$ cat src/rtl/acse_pkg.sv
package acse_pkg;

	localparam int MAX_SEQUENCE = 16;
	localparam int LEN_W = $clog2(MAX_SEQUENCE + 1);
	localparam int IDX_W = (MAX_SEQUENCE > 1) ? $clog2(MAX_SEQUENCE) : 1;

	localparam logic [7:0] CH_ESC      = 8'h1B;
	localparam logic [7:0] CH_LBRACKET = 8'h5B;
	localparam logic [7:0] CH_M        = 8'h6D;
	localparam logic [7:0] CH_SEMI     = 8'h3B;
	localparam logic [7:0] CH_TAB      = 8'h09;
	localparam logic [7:0] CH_SPACE    = 8'h20;
	localparam logic [7:0] CH_DIGIT_LO = 8'h30;
	localparam logic [7:0] CH_DIGIT_HI = 8'h39;

	typedef enum logic [1:0] {
		MODE_PLAIN   = 2'd0,
		MODE_ESCAPE  = 2'd1,
		MODE_BRACKET = 2'd2
	} mode_t;

	typedef enum logic [2:0] {
		S_IDLE,
		S_DISPATCH,
		S_LB,
		S_BUF,
		S_TAB,
		S_BYTE
	} seq_state_t;

	typedef struct packed {
		logic [7:0] text_byte;
		logic       end_of_text;
	} in_word_t;

	typedef struct packed {
		logic [7:0] out_byte;
		logic       byte_valid;
		logic       run_last;
		logic       stream_done;
	} out_word_t;

	typedef struct packed {
		logic      req;
		out_word_t word;
	} emit_t;

endpackage

$ cat src/rtl/acse_ram.sv
module acse_ram #(
	parameter int WIDTH = 8,
	parameter int DEPTH = 16,
	localparam int AW = (DEPTH > 1) ? $clog2(DEPTH) : 1
) (
	input  logic             clk,
	input  logic             we,
	input  logic [AW-1:0]    waddr,
	input  logic [WIDTH-1:0] wdata,
	input  logic [AW-1:0]    raddr,
	output logic [WIDTH-1:0] rdata
);

	logic [WIDTH-1:0] mem [DEPTH];

	always_ff @(posedge clk) begin
		if (we) begin
			mem[waddr] <= wdata;
		end
		rdata <= mem[raddr];
	end

endmodule

$ cat src/rtl/acse_seq.sv
module acse_seq (
	input  logic               clk,
	input  logic               arst_n,
	input  logic               text_valid,
	output logic               text_stall,
	input  acse_pkg::in_word_t text_data,
	input  logic               out_free,
	output acse_pkg::emit_t    emit
);

	acse_pkg::seq_state_t state_q, state_d;
	acse_pkg::mode_t      mode_q, mode_d;
	logic [acse_pkg::LEN_W-1:0] len_q, len_d;
	logic [acse_pkg::IDX_W-1:0] idx_q, idx_d;
	logic [2:0]                 tab_q, tab_d;
	acse_pkg::in_word_t         item_q;

	logic       we;
	logic [7:0] rdata;
	logic [7:0] b;
	logic       eot;
	logic       legal;
	logic       tail_none;
	logic       at_end;
	logic       fin;
	logic       step_done;
	logic       accept;

	acse_ram #(
		.WIDTH(8),
		.DEPTH(acse_pkg::MAX_SEQUENCE)
	) u_buf (
		.clk  (clk),
		.we   (we),
		.waddr(len_q[acse_pkg::IDX_W-1:0]),
		.wdata(b),
		.raddr(idx_d),
		.rdata(rdata)
	);

	assign b         = item_q.text_byte;
	assign eot       = item_q.end_of_text;
	assign legal     = (b >= acse_pkg::CH_DIGIT_LO && b <= acse_pkg::CH_DIGIT_HI) ||
		b == acse_pkg::CH_SEMI;
	assign tail_none = eot || b == acse_pkg::CH_ESC;
	assign at_end    = acse_pkg::LEN_W'(idx_q) ==
		acse_pkg::LEN_W'(len_q - acse_pkg::LEN_W'(1));

	always_ff @(posedge clk or negedge arst_n) begin
		if (!arst_n) begin
			state_q <= acse_pkg::S_IDLE;
			mode_q  <= acse_pkg::MODE_PLAIN;
			len_q   <= '0;
			idx_q   <= '0;
			tab_q   <= '0;
		end else begin
			state_q <= state_d;
			mode_q  <= mode_d;
			len_q   <= len_d;
			idx_q   <= idx_d;
			tab_q   <= tab_d;
		end
	end

	always_ff @(posedge clk) begin
		if (accept) begin
			item_q <= text_data;
		end
	end

	always_comb begin
		state_d   = state_q;
		mode_d    = mode_q;
		len_d     = len_q;
		idx_d     = idx_q;
		tab_d     = tab_q;
		emit      = '0;
		we        = 1'b0;
		fin       = 1'b0;
		step_done = 1'b0;

		unique case (state_q)
			acse_pkg::S_IDLE: begin
			end
			acse_pkg::S_DISPATCH: begin
				if (eot) begin
					emit.req = 1'b1;
					case (mode_q)
						acse_pkg::MODE_ESCAPE: begin
							emit.word.out_byte   = acse_pkg::CH_ESC;
							emit.word.byte_valid = 1'b1;
							emit.word.run_last   = 1'b1;
						end
						acse_pkg::MODE_BRACKET: begin
							emit.word.out_byte   = acse_pkg::CH_ESC;
							emit.word.byte_valid = 1'b1;
							if (out_free) begin
								state_d = acse_pkg::S_LB;
							end
						end
						default: begin
							emit.word.run_last = 1'b1;
						end
					endcase
					if (out_free) begin
						mode_d = acse_pkg::MODE_PLAIN;
					end
				end else begin
					case (mode_q)
						acse_pkg::MODE_ESCAPE: begin
							if (b == acse_pkg::CH_LBRACKET) begin
								mode_d    = acse_pkg::MODE_BRACKET;
								len_d     = '0;
								step_done = 1'b1;
							end else begin
								emit.req             = 1'b1;
								emit.word.out_byte   = acse_pkg::CH_ESC;
								emit.word.byte_valid = 1'b1;
								if (out_free) begin
									mode_d  = acse_pkg::MODE_PLAIN;
									state_d = acse_pkg::S_BYTE;
								end
							end
						end
						acse_pkg::MODE_BRACKET: begin
							if (b == acse_pkg::CH_M) begin
								mode_d    = acse_pkg::MODE_PLAIN;
								len_d     = '0;
								step_done = 1'b1;
							end else if (legal &&
								len_q < acse_pkg::LEN_W'(acse_pkg::MAX_SEQUENCE)) begin
								we        = 1'b1;
								len_d     = acse_pkg::LEN_W'(len_q + 1'b1);
								step_done = 1'b1;
							end else begin
								emit.req             = 1'b1;
								emit.word.out_byte   = acse_pkg::CH_ESC;
								emit.word.byte_valid = 1'b1;
								if (out_free) begin
									mode_d  = acse_pkg::MODE_PLAIN;
									state_d = acse_pkg::S_LB;
								end
							end
						end
						default: begin
							if (b == acse_pkg::CH_ESC) begin
								mode_d    = acse_pkg::MODE_ESCAPE;
								step_done = 1'b1;
							end else if (b == acse_pkg::CH_TAB) begin
								emit.req             = 1'b1;
								emit.word.out_byte   = acse_pkg::CH_SPACE;
								emit.word.byte_valid = 1'b1;
								if (out_free) begin
									mode_d  = acse_pkg::MODE_PLAIN;
									tab_d   = 3'd1;
									state_d = acse_pkg::S_TAB;
								end
							end else begin
								emit.req             = 1'b1;
								emit.word.out_byte   = b;
								emit.word.byte_valid = 1'b1;
								emit.word.run_last   = 1'b1;
								if (out_free) begin
									mode_d = acse_pkg::MODE_PLAIN;
								end
							end
						end
					endcase
				end
			end
			acse_pkg::S_LB: begin
				emit.req             = 1'b1;
				emit.word.out_byte   = acse_pkg::CH_LBRACKET;
				emit.word.byte_valid = 1'b1;
				emit.word.run_last   = (len_q == '0) && tail_none;
				if (out_free) begin
					if (len_q == '0) begin
						fin = 1'b1;
					end else begin
						state_d = acse_pkg::S_BUF;
						idx_d   = '0;
					end
				end
			end
			acse_pkg::S_BUF: begin
				emit.req             = 1'b1;
				emit.word.out_byte   = rdata;
				emit.word.byte_valid = 1'b1;
				emit.word.run_last   = at_end && tail_none;
				if (out_free) begin
					if (at_end) begin
						fin = 1'b1;
					end else begin
						idx_d = acse_pkg::IDX_W'(idx_q + 1'b1);
					end
				end
			end
			acse_pkg::S_TAB: begin
				emit.req             = 1'b1;
				emit.word.out_byte   = acse_pkg::CH_SPACE;
				emit.word.byte_valid = 1'b1;
				emit.word.run_last   = &tab_q;
				if (out_free) begin
					tab_d = 3'(tab_q + 1'b1);
				end
			end
			acse_pkg::S_BYTE: begin
				emit.req             = 1'b1;
				emit.word.out_byte   = b;
				emit.word.byte_valid = 1'b1;
				emit.word.run_last   = 1'b1;
			end
			default: begin
				state_d = acse_pkg::S_IDLE;
			end
		endcase

		if (fin) begin
			len_d = '0;
			idx_d = '0;
			if (!eot) begin
				if (b == acse_pkg::CH_ESC) begin
					mode_d = acse_pkg::MODE_ESCAPE;
				end else if (b == acse_pkg::CH_TAB) begin
					tab_d   = 3'd0;
					state_d = acse_pkg::S_TAB;
				end else begin
					state_d = acse_pkg::S_BYTE;
				end
			end
		end

		emit.word.stream_done = emit.word.run_last && eot;
		if (emit.req && out_free && emit.word.run_last) begin
			step_done = 1'b1;
		end

		text_stall = !(state_q == acse_pkg::S_IDLE || step_done);
		accept     = text_valid && !text_stall;
		if (accept) begin
			state_d = acse_pkg::S_DISPATCH;
		end else if (step_done) begin
			state_d = acse_pkg::S_IDLE;
		end
	end

endmodule

$ cat src/rtl/ansi_color_strip_tab_expand_unit.sv
// Strips ANSI color sequences (ESC '[' digits and semicolons 'm') from a byte stream and
// expands each tab into eight spaces; every result word but the empty one that closes an
// end of text after plain text carries one output byte, and the word that closes the
// results of an input is marked with run_last. Ordinary text flows at one byte per cycle
// while the output is not stalled. Any input that emits several bytes holds off the next
// input until its last byte is taken, because the single output register delivers at most
// one word per cycle: so do a tab, an ESC followed by another byte, and a broken or flushed
// sequence with its buffered bytes plus whatever the breaking byte itself emits. Buffered
// digits and semicolons live in a 16-entry RAM with one read port that is read back one
// entry per cycle during a flush while the output is free; it needs no clearing after
// reset. An input is taken while a finished word still waits at the output.
module ansi_color_strip_tab_expand_unit (
	input  logic                clk,
	input  logic                arst_n,
	input  logic                text_valid,
	output logic                text_stall,
	input  acse_pkg::in_word_t  text_data,
	output logic                result_valid,
	input  logic                result_stall,
	output acse_pkg::out_word_t result_data
);

	acse_pkg::emit_t     emit;
	acse_pkg::out_word_t data_q;
	logic                valid_q;
	logic                out_free;

	assign out_free = !valid_q || !result_stall;

	acse_seq u_seq (
		.clk       (clk),
		.arst_n    (arst_n),
		.text_valid(text_valid),
		.text_stall(text_stall),
		.text_data (text_data),
		.out_free  (out_free),
		.emit      (emit)
	);

	always_ff @(posedge clk or negedge arst_n) begin
		if (!arst_n) begin
			valid_q <= 1'b0;
		end else if (emit.req && out_free) begin
			valid_q <= 1'b1;
		end else if (!result_stall) begin
			valid_q <= 1'b0;
		end
	end

	always_ff @(posedge clk) begin
		if (emit.req && out_free) begin
			data_q <= emit.word;
		end
	end

	assign result_valid = valid_q;
	assign result_data  = data_q;

	// A word without a character only ever closes an end of text.
	a_empty_is_end: assert property (@(posedge clk) disable iff (!arst_n)
		result_valid && !result_data.byte_valid |->
			result_data.stream_done && result_data.run_last && result_data.out_byte == 8'd0)
		else $error("empty word that does not close the stream");

	// The core never offers a word that the output register cannot take and then drops it.
	a_word_kept: assert property (@(posedge clk) disable iff (!arst_n)
		emit.req && !out_free |=> result_valid && $stable(result_data))
		else $error("output word lost while the sink stalls");

	// The end of a stream is always the last word of its input.
	a_done_last: assert property (@(posedge clk) disable iff (!arst_n)
		result_valid && result_data.stream_done |-> result_data.run_last)
		else $error("stream end on a word that is not the last of its input");

endmodule
$ cat config.mk
export PLATFORM = sky130hd
export DESIGN_NAME = ansi_color_strip_tab_expand_unit
export DESIGN_NICKNAME = d
export VERILOG_FILES = /design/src/rtl/acse_pkg.sv /design/src/rtl/acse_ram.sv /design/src/rtl/acse_seq.sv /design/src/rtl/ansi_color_strip_tab_expand_unit.sv
export SDC_FILE = /design/constraint.sdc
export NUM_CORES = 1
export LEC_CHECK = 0
export BUFFER_PORTS_ARGS = -buffer_cell sky130_fd_sc_hd__buf_2
export CORE_MARGIN = 5
export CORE_UTILIZATION = 62
export CTS_CLUSTER_SIZE = 30
export DETAILED_ROUTE_END_ITERATION = 10
export PLACE_DENSITY_LB_ADDON = 0.05
export SLEW_MARGIN = 20
export SYNTH_ARGS = -nofsm -noshare
export SYNTH_HDL_FRONTEND = slang
export SYNTH_SLANG_ARGS = --single-unit
$ cat constraint.sdc
create_clock -name clk -period 3.84 [get_ports clk]
set_input_delay 0.768 -clock clk [delete_from_list [all_inputs] [get_ports clk]]
set_output_delay 0.768 -clock clk [all_outputs]
set_load 0.05 [all_outputs]
# Word level (Yosys, flattened, before mapping)
# Memories as Yosys holds them, arrays and structs flattened. A register that Yosys moved wholly into a read port is not among the register bits.
# Index checks and enable logic that the tools add are counted.
# totals
register_bits,38
mem_bits_rw,128
inputBits,13
out_inout_bits,13
elab_cells,148
memories,1
# memory_table
name,words,width,rd,rd_clocked_by_memory_dff,write_ports,line,text
u_seq.u_buf.mem,16,8,1,1,1,acse_ram.sv:14,logic [WIDTH-1:0] mem [DEPTH];
# op_classes
n_addsub,4
n_lt_le_gt_ge,3
eq_ne,17
n_mux,88
reduce_logical,23
# ops
cell,n
2-to-1 mux 3 bit,27
one-hot mux 11 bit (5 select lines),1
2-to-1 mux 10 bit,3
2-to-1 mux 5 bit,6
2-to-1 mux 1 bit,23
2-to-1 mux 11 bit,2
2-to-1 mux 2 bit,10
2-to-1 mux 4 bit,5
one-hot mux 10 bit (2 select lines),1
equality test 8 x 7 -> 1 bit (second input constant),2
one-hot mux 3 bit (2 select lines),2
one-hot mux 5 bit (2 select lines),1
2-to-1 mux 9 bit,1
one-hot mux 3 bit (3 select lines),1
equality test 8 x 4 -> 1 bit (second input constant),1
equality test 8 x 5 -> 1 bit (second input constant),1
equality test 8 x 6 -> 1 bit (second input constant),1
greater-or-equal comparator 8 x 6 -> 1 bit (second input constant),1
<= comparator 8 x 6 -> 1 bit (second input constant),1
logical AND 1 bit,8
one-hot mux 4 bit (2 select lines),1
equality test 3 x 2 -> 1 bit (second input constant),2
equality test 3 bit (second input constant),2
2-to-1 mux 6 bit,1
25 further kinds,31

# Longest topological paths before layout
# logic_depth
ltp_word,15
ltp_mapped,13
mapped_depth_nobuf,11

# Modules after synthesis
# A second synthesis with hierarchy kept.
# unflattened
cells_unflattened,501
hier_area_um2,7653.6
# modules_own_cells
module,instances,cells_each,area_each_um2,seq_area_each_um2
acse_ram,1,229,5147.4,4003.8
acse_seq,1,257,2128.3,695.7
ansi_color_strip_tab_expand_unit,1,15,377.9,355.3

# Worst setup path after synthesis
# OpenSTA, ideal clock, no wires.
# synth_timing
path_type,register to output
from,register u_seq.item_q (netlist bit u_seq.b[0])
to,output text_stall
arrival_ps,2862
t_required_ps,3072
slack_ps,210
stages_incl_launch_ff,10
path_buffers,1
cell_sequence,edfxtp_1 nand2_1 or4_4 and2_1 buf_2 a211oi_1 o21ai_0 a21oi_1 o32ai_1 nor2_1
# synth_via
elab_chain_cells,14
elab_cells_between_ends,34
cone_classes,2 x order compare; 5 x eq/ne; 17 x mux; 10 x reduce/logical
# synth_rtl
item,line,text
from (decl),acse_seq.sv:16,acse_pkg::in_word_t item_q;
from (signal assigned),acse_seq.sv:67,item_q <= text_data;
greater-or-equal comparator 8 x 6 -> 1 bit or <= comparator 8 x 6 -> 1 bit (tied branches),acse_seq.sv:43,assign legal = (b >= acse_pkg::CH_DIGIT_LO && b <= acse_pkg::CH_DIGIT_HI) ||
logical AND 1 bit,acse_seq.sv:43,
logical OR 1 bit,acse_seq.sv:43,
logical AND 1 bit,acse_seq.sv:130,end else if (legal &&
2-to-1 mux 10 bit,acse_seq.sv:130,
2-to-1 mux 10 bit,acse_seq.sv:126,if (b == acse_pkg::CH_M) begin
one-hot mux 10 bit (2 select lines),acse_seq.sv:109,case (mode_q)
2-to-1 mux 11 bit,acse_seq.sv:86,if (eot) begin
one-hot mux 11 bit (5 select lines),acse_seq.sv:82,unique case (state_q)
logical AND 1 bit (2 in a row),acse_seq.sv:234,if (emit.req && out_free && emit.word.run_last) begin
2-to-1 mux 1 bit *,acse_seq.sv:234,
logical OR 1 bit *,acse_seq.sv:238,text_stall = !(state_q == acse_pkg::S_IDLE || step_done);
zero test 1 bit *,acse_seq.sv:238,
to (decl),ansi_color_strip_tab_expand_unit.sv:16,"output logic text_stall,"
# Mark *: on every way between the ends. The rest lies on a longest branch, timed or not.

# Worst setup path in the final report
# layout_timing
from,register u_seq.len_q[0] (netlist bit)
to,output text_stall
# layout_via
elab_chain_cells,12
elab_cells_between_ends,22
cone_classes,1 x add/sub; 1 x order compare; 1 x eq/ne; 11 x mux; 8 x reduce/logical
# layout_rtl
item,line,text
from (decl),acse_seq.sv:13,"logic [acse_pkg::LEN_W-1:0] len_q, len_d;"
from (signal assigned),acse_seq.sv:59,len_q <= len_d;
less-than comparator 5 bit,acse_seq.sv:131,len_q < acse_pkg::LEN_W'(acse_pkg::MAX_SEQUENCE)) begin
logical AND 1 bit,acse_seq.sv:130,
2-to-1 mux 10 bit,acse_seq.sv:130,
2-to-1 mux 10 bit,acse_seq.sv:126,
one-hot mux 10 bit (2 select lines),acse_seq.sv:109,
2-to-1 mux 11 bit,acse_seq.sv:86,
one-hot mux 11 bit (5 select lines),acse_seq.sv:82,
logical AND 1 bit (2 in a row),acse_seq.sv:234,
2-to-1 mux 1 bit *,acse_seq.sv:234,
logical OR 1 bit *,acse_seq.sv:238,
zero test 1 bit *,acse_seq.sv:238,
# Marked as above.

==> run_results.csv <==
group,metric,value,unit
run_status,status,"complete, no violations",
power,powerDensity,594,mW/mm2
floorplanning,rows,41,
clock_tree,clockBufferDepth,2,
worst_setup_path,crit_path_end_kind,"output port",
clock_tree,clk_pin_slew,0.07,ns
power,fin_total_pwr,5.39,mW
yosys,syn_nets,624,
yosys,ys_ff_latch,174,
floorplanning,coreArea,0.0126,mm2
clock_tree,h-tree-depth,4,
floorplanning,ios,26,
worst_setup_path,start_kind,"flop",
yosys,synth-main-ff-cell,"edfxtp_1",
power,switching_share,31.5,%
yosys,ys_async_sr_fraction,10.3,%
yosys,synth_compound_area_share,10.6,%
worst_setup_path,arrival,2.90,ns
timing,fin_crit_sh,95.6,%
power,clock_power_share,31.5,%
timing,setup_slack,0.170,ns
floorplanning,fp.dieArea,0.0152,mm2
yosys,synth.cell_area,0.00797,mm2
global_route,first_global_vias,4943,
yosys,yosys.area_share.adder,2.04,%
drt,vias,5176,
cells_and_area,fin_nets,678,
timing,finalSetupViolations,0,
clock_tree,clk_latency,0.42,ns
global_route,overflow,0,
cells_and_area,area_growth,14.0,%
timing,slew_violations,0,
yosys,synth_cells,598,
timing,hold_ws,0.273,ns
global_route,antenna_found_initial,0,
timing,fmax,273,MHz
cells_and_area,fillCellCount,873,
place,dp_worst_setup_slack,0.482,ns
clock_tree,cts_root_buf,"clkbuf_16",
yosys,syn_area_per_cell,13.3,um2
cells_and_area,antenna-diode-count,0,
run,cap_violations,0,
global_route,grt_pass1_wl,27.1,mm
clock_tree,clock-sinks,174,
cells_and_area,stdcell_count,837,
drt,drt_wl_total,17.5,mm
yosys,yosys_warnings,0,
cells_and_area,stdcell_area,0.00908,mm2
timing,fin_worst_skew,0.00807,ns
cells_and_area,drive_above_1_share,17.3,%
drt,drtAntennaViolNets,0,
min_path,hold_class,"in2async",
floorplanning,dieWidth,123,um
power,vdd_drop_max,0.000400,V
clock_tree,ctsHoldBuffers,0,
timing,worst_slew_pin_slew,0.874,ns
yosys,synth-edff-count,148,
yosys,synth_mux_area_share,9.54,%
yosys,synth-xor-area-share,0.738,%
yosys,synth.distinct_cells,65,
global_route,grt_max_degree,42,
timing,finalCriticalPeriod,3.67,ns
power,p_leak,3.14,nW
power,pwr-share-seq,45.0,%
cells_and_area,multi_input_area,0.00276,mm2
drt,drt-wirelength-per-cell,20.9,um
timing,rsz0062_at_grt,"no",
cells_and_area,fin_util,72.0,%
drt,via_per_inst,6.18,
yosys,yosys.area_share.simple,11.2,%
power,switchingPower,1.70,mW
power,p_int,3.70,mW
timing,finalSetupTns,0,ns
clock_tree,cts_buffers,17,
cells_and_area,regArea,0.00506,mm2
drt,drt-initial-drc-count,650,
worst_setup_path,required,3.07,ns
floorplanning,start_util,63.2,%
place,postPlaceCellArea,0.00848,mm2
timing,relSlewSlack,41.5,%
worst_setup_path,crit_path_max_fanout,8,
place,hpwlAfterDp,11.4,mm
place,port_buffers,25,
worst_setup_path,critical_path_class,"reg2out",
floorplanning,die_y,123,um
clock_tree,cts_tree,"yes",
place,placedCellCount,805,
yosys,ys_seq_area_share,63.4,%
power,pwr-share-comb,23.5,%
place,place.gp.congestion,0.954,
global_route,grt_use_total,24.4,%
drt,drc_errors,0,
drt,dr.pass1.iters,6,
timing,hold_viol_final,0,
yosys,synth_top_family_by_area,"simple AND/OR/NAND/NOR gates",
registers in the layout, indices dropped and copies added (netlist names):
name,flops
u_seq.state_q,3
u_seq.eot,1
u_seq.u_buf.rdata,8
u_seq.b,8
u_seq.tab_q,3
u_seq.len_q,5
u_seq.idx_q,4
result_data,11
result_valid,1
u_seq.u_buf.mem,128
u_seq.mode_q,2
cells in the mapped netlist (3+ instances only):
cell type	n	area, um2
a22oi_1	13	97.6
nor4_1	3	18.8
buf_2	9	45.0
nand2b_1	4	25.0
and3_1	7	43.8
a211oi_1	15	113
a31oi_1	3	18.8
nor3_2	3	30.0
buf_4	5	37.5
mux2_2	8	90.1
dfrtp_1	18	450
nand3_1	16	80.1
o211ai_1	10	75.1
edfxtp_1	148	4440
nor2b_1	16	100
nor2_1	44	165
clkbuf_1	10	37.5
ha_1	13	163
xnor2_1	3	26.3
dfxtp_1	8	160
inv_1	11	41.3
nor3_1	6	30.0
nand2_1	43	161
o21ai_0	24	120
a32oi_1	3	26.3
a211o_1	9	78.8
and2_1	7	43.8
a21oi_1	27	135
nand4b_1	4	35.0
mux2i_1	67	671
final cells by class:
| type | instances | share of cell area [%] |
|---|---|---|
| Inverter | 12 | 0.496 |
| Timing Repair Buffer | 62 | 4.74 |
| Sequential cell | 174 | 55.7 |
| Multi-Input combinational cell | 385 | 30.4 |
| Tap cell | 172 | 2.37 |
| Clock inverter | 12 | 1.58 |
| Clock buffer | 20 | 4.81 |
routing by layer:
metal	part of all wire, %	GRT usage (%)	vias up
li1	-	-	2388
met1	44	34.7	2508
met2	47	37.6	244
met3	8.1	7.04	36
met4	1.4	5.81	0
met5	0	0	-
critical path, stage by stage (launching register included):
cell and delay (ns):
dfrtp_2 0.46, inv_1 0.10, ha_1 0.22, xor3_1 0.28, o22ai_4 0.22, and3_1 0.18, mux2i_1 0.08, o31a_1 0.34
o32ai_2 0.30, nor2_1 0.07, clkbuf_4 0.22
cell usage in the layout, fill, tap and decap left out, types with 6 or more instances in the layout:
cell type and n:
mux2_2 8, dfrtp_1 17, nand3_1 16, edfxtp_1 148, a211o_1 9, nor3_1 6
and2_1 7, buf_4 35, a21oi_1 25, ha_1 13, inv_1 11, o21ai_0 24
clkbuf_16 17, a211oi_1 15, nor2_1 44, o211ai_1 10, a22oi_1 13, and3_1 7
nor2b_1 16, mux2i_1 67, buf_2 24, nand2_1 43, dfxtp_1 8
power by group through the flow:
stage | Clock (mW) | Combinational, mW | Sequential (mW)
2_1_floorplan | 0 | 0.665 | 2.65
3_3_place_gp | 0 | 1.19 | 2.46
3_5_place_dp | 0 | 1.22 | 2.46
4_1_cts | 1.72 | 1.22 | 2.42
5_1_grt | 1.82 | 1.36 | 2.45
6_report | 1.70 | 1.26 | 2.43
final timing paths:
check | from | end | slack (ns) | depth (start not counted)
hold / removal | arst_n | u_seq.state_q[0] | 0.27 | 1
max in group asynchronous | arst_n | u_seq.len_q[0] | 3.23 | 1
hold reg to reg | u_seq.tab_q[2] | u_seq.tab_q[2] | 0.56 | 2
setup / recovery | u_seq.len_q[0] | text_stall | 0.17 | 10
min in group clk | text_data[2] | u_seq.b[1] | 0.52 | 1
setup reg to reg | u_seq.len_q[1] | u_seq.u_buf.rdata[7] | 0.53 | 10
cells by family (layout without fill, tap and decap cells):
kind of cell             Yosys count  in the layout
AO/OA/AOI/OAI                    122            122
XOR/XNOR                           5              5
adder cells (fa/ha/maj)           13             13
buffers and inverters             39            106
flip-flops                       174            174
multiplexers                      75             75
AND/OR/NAND/NOR                  170            170
timing repair:
action                                  4_1_cts  5_1_grt
buffers inserted                              0        0
endpoints found under the setup margin        0        1
resized for setup                             0        5
No activity file was read; power rests on OpenSTA's default activity.
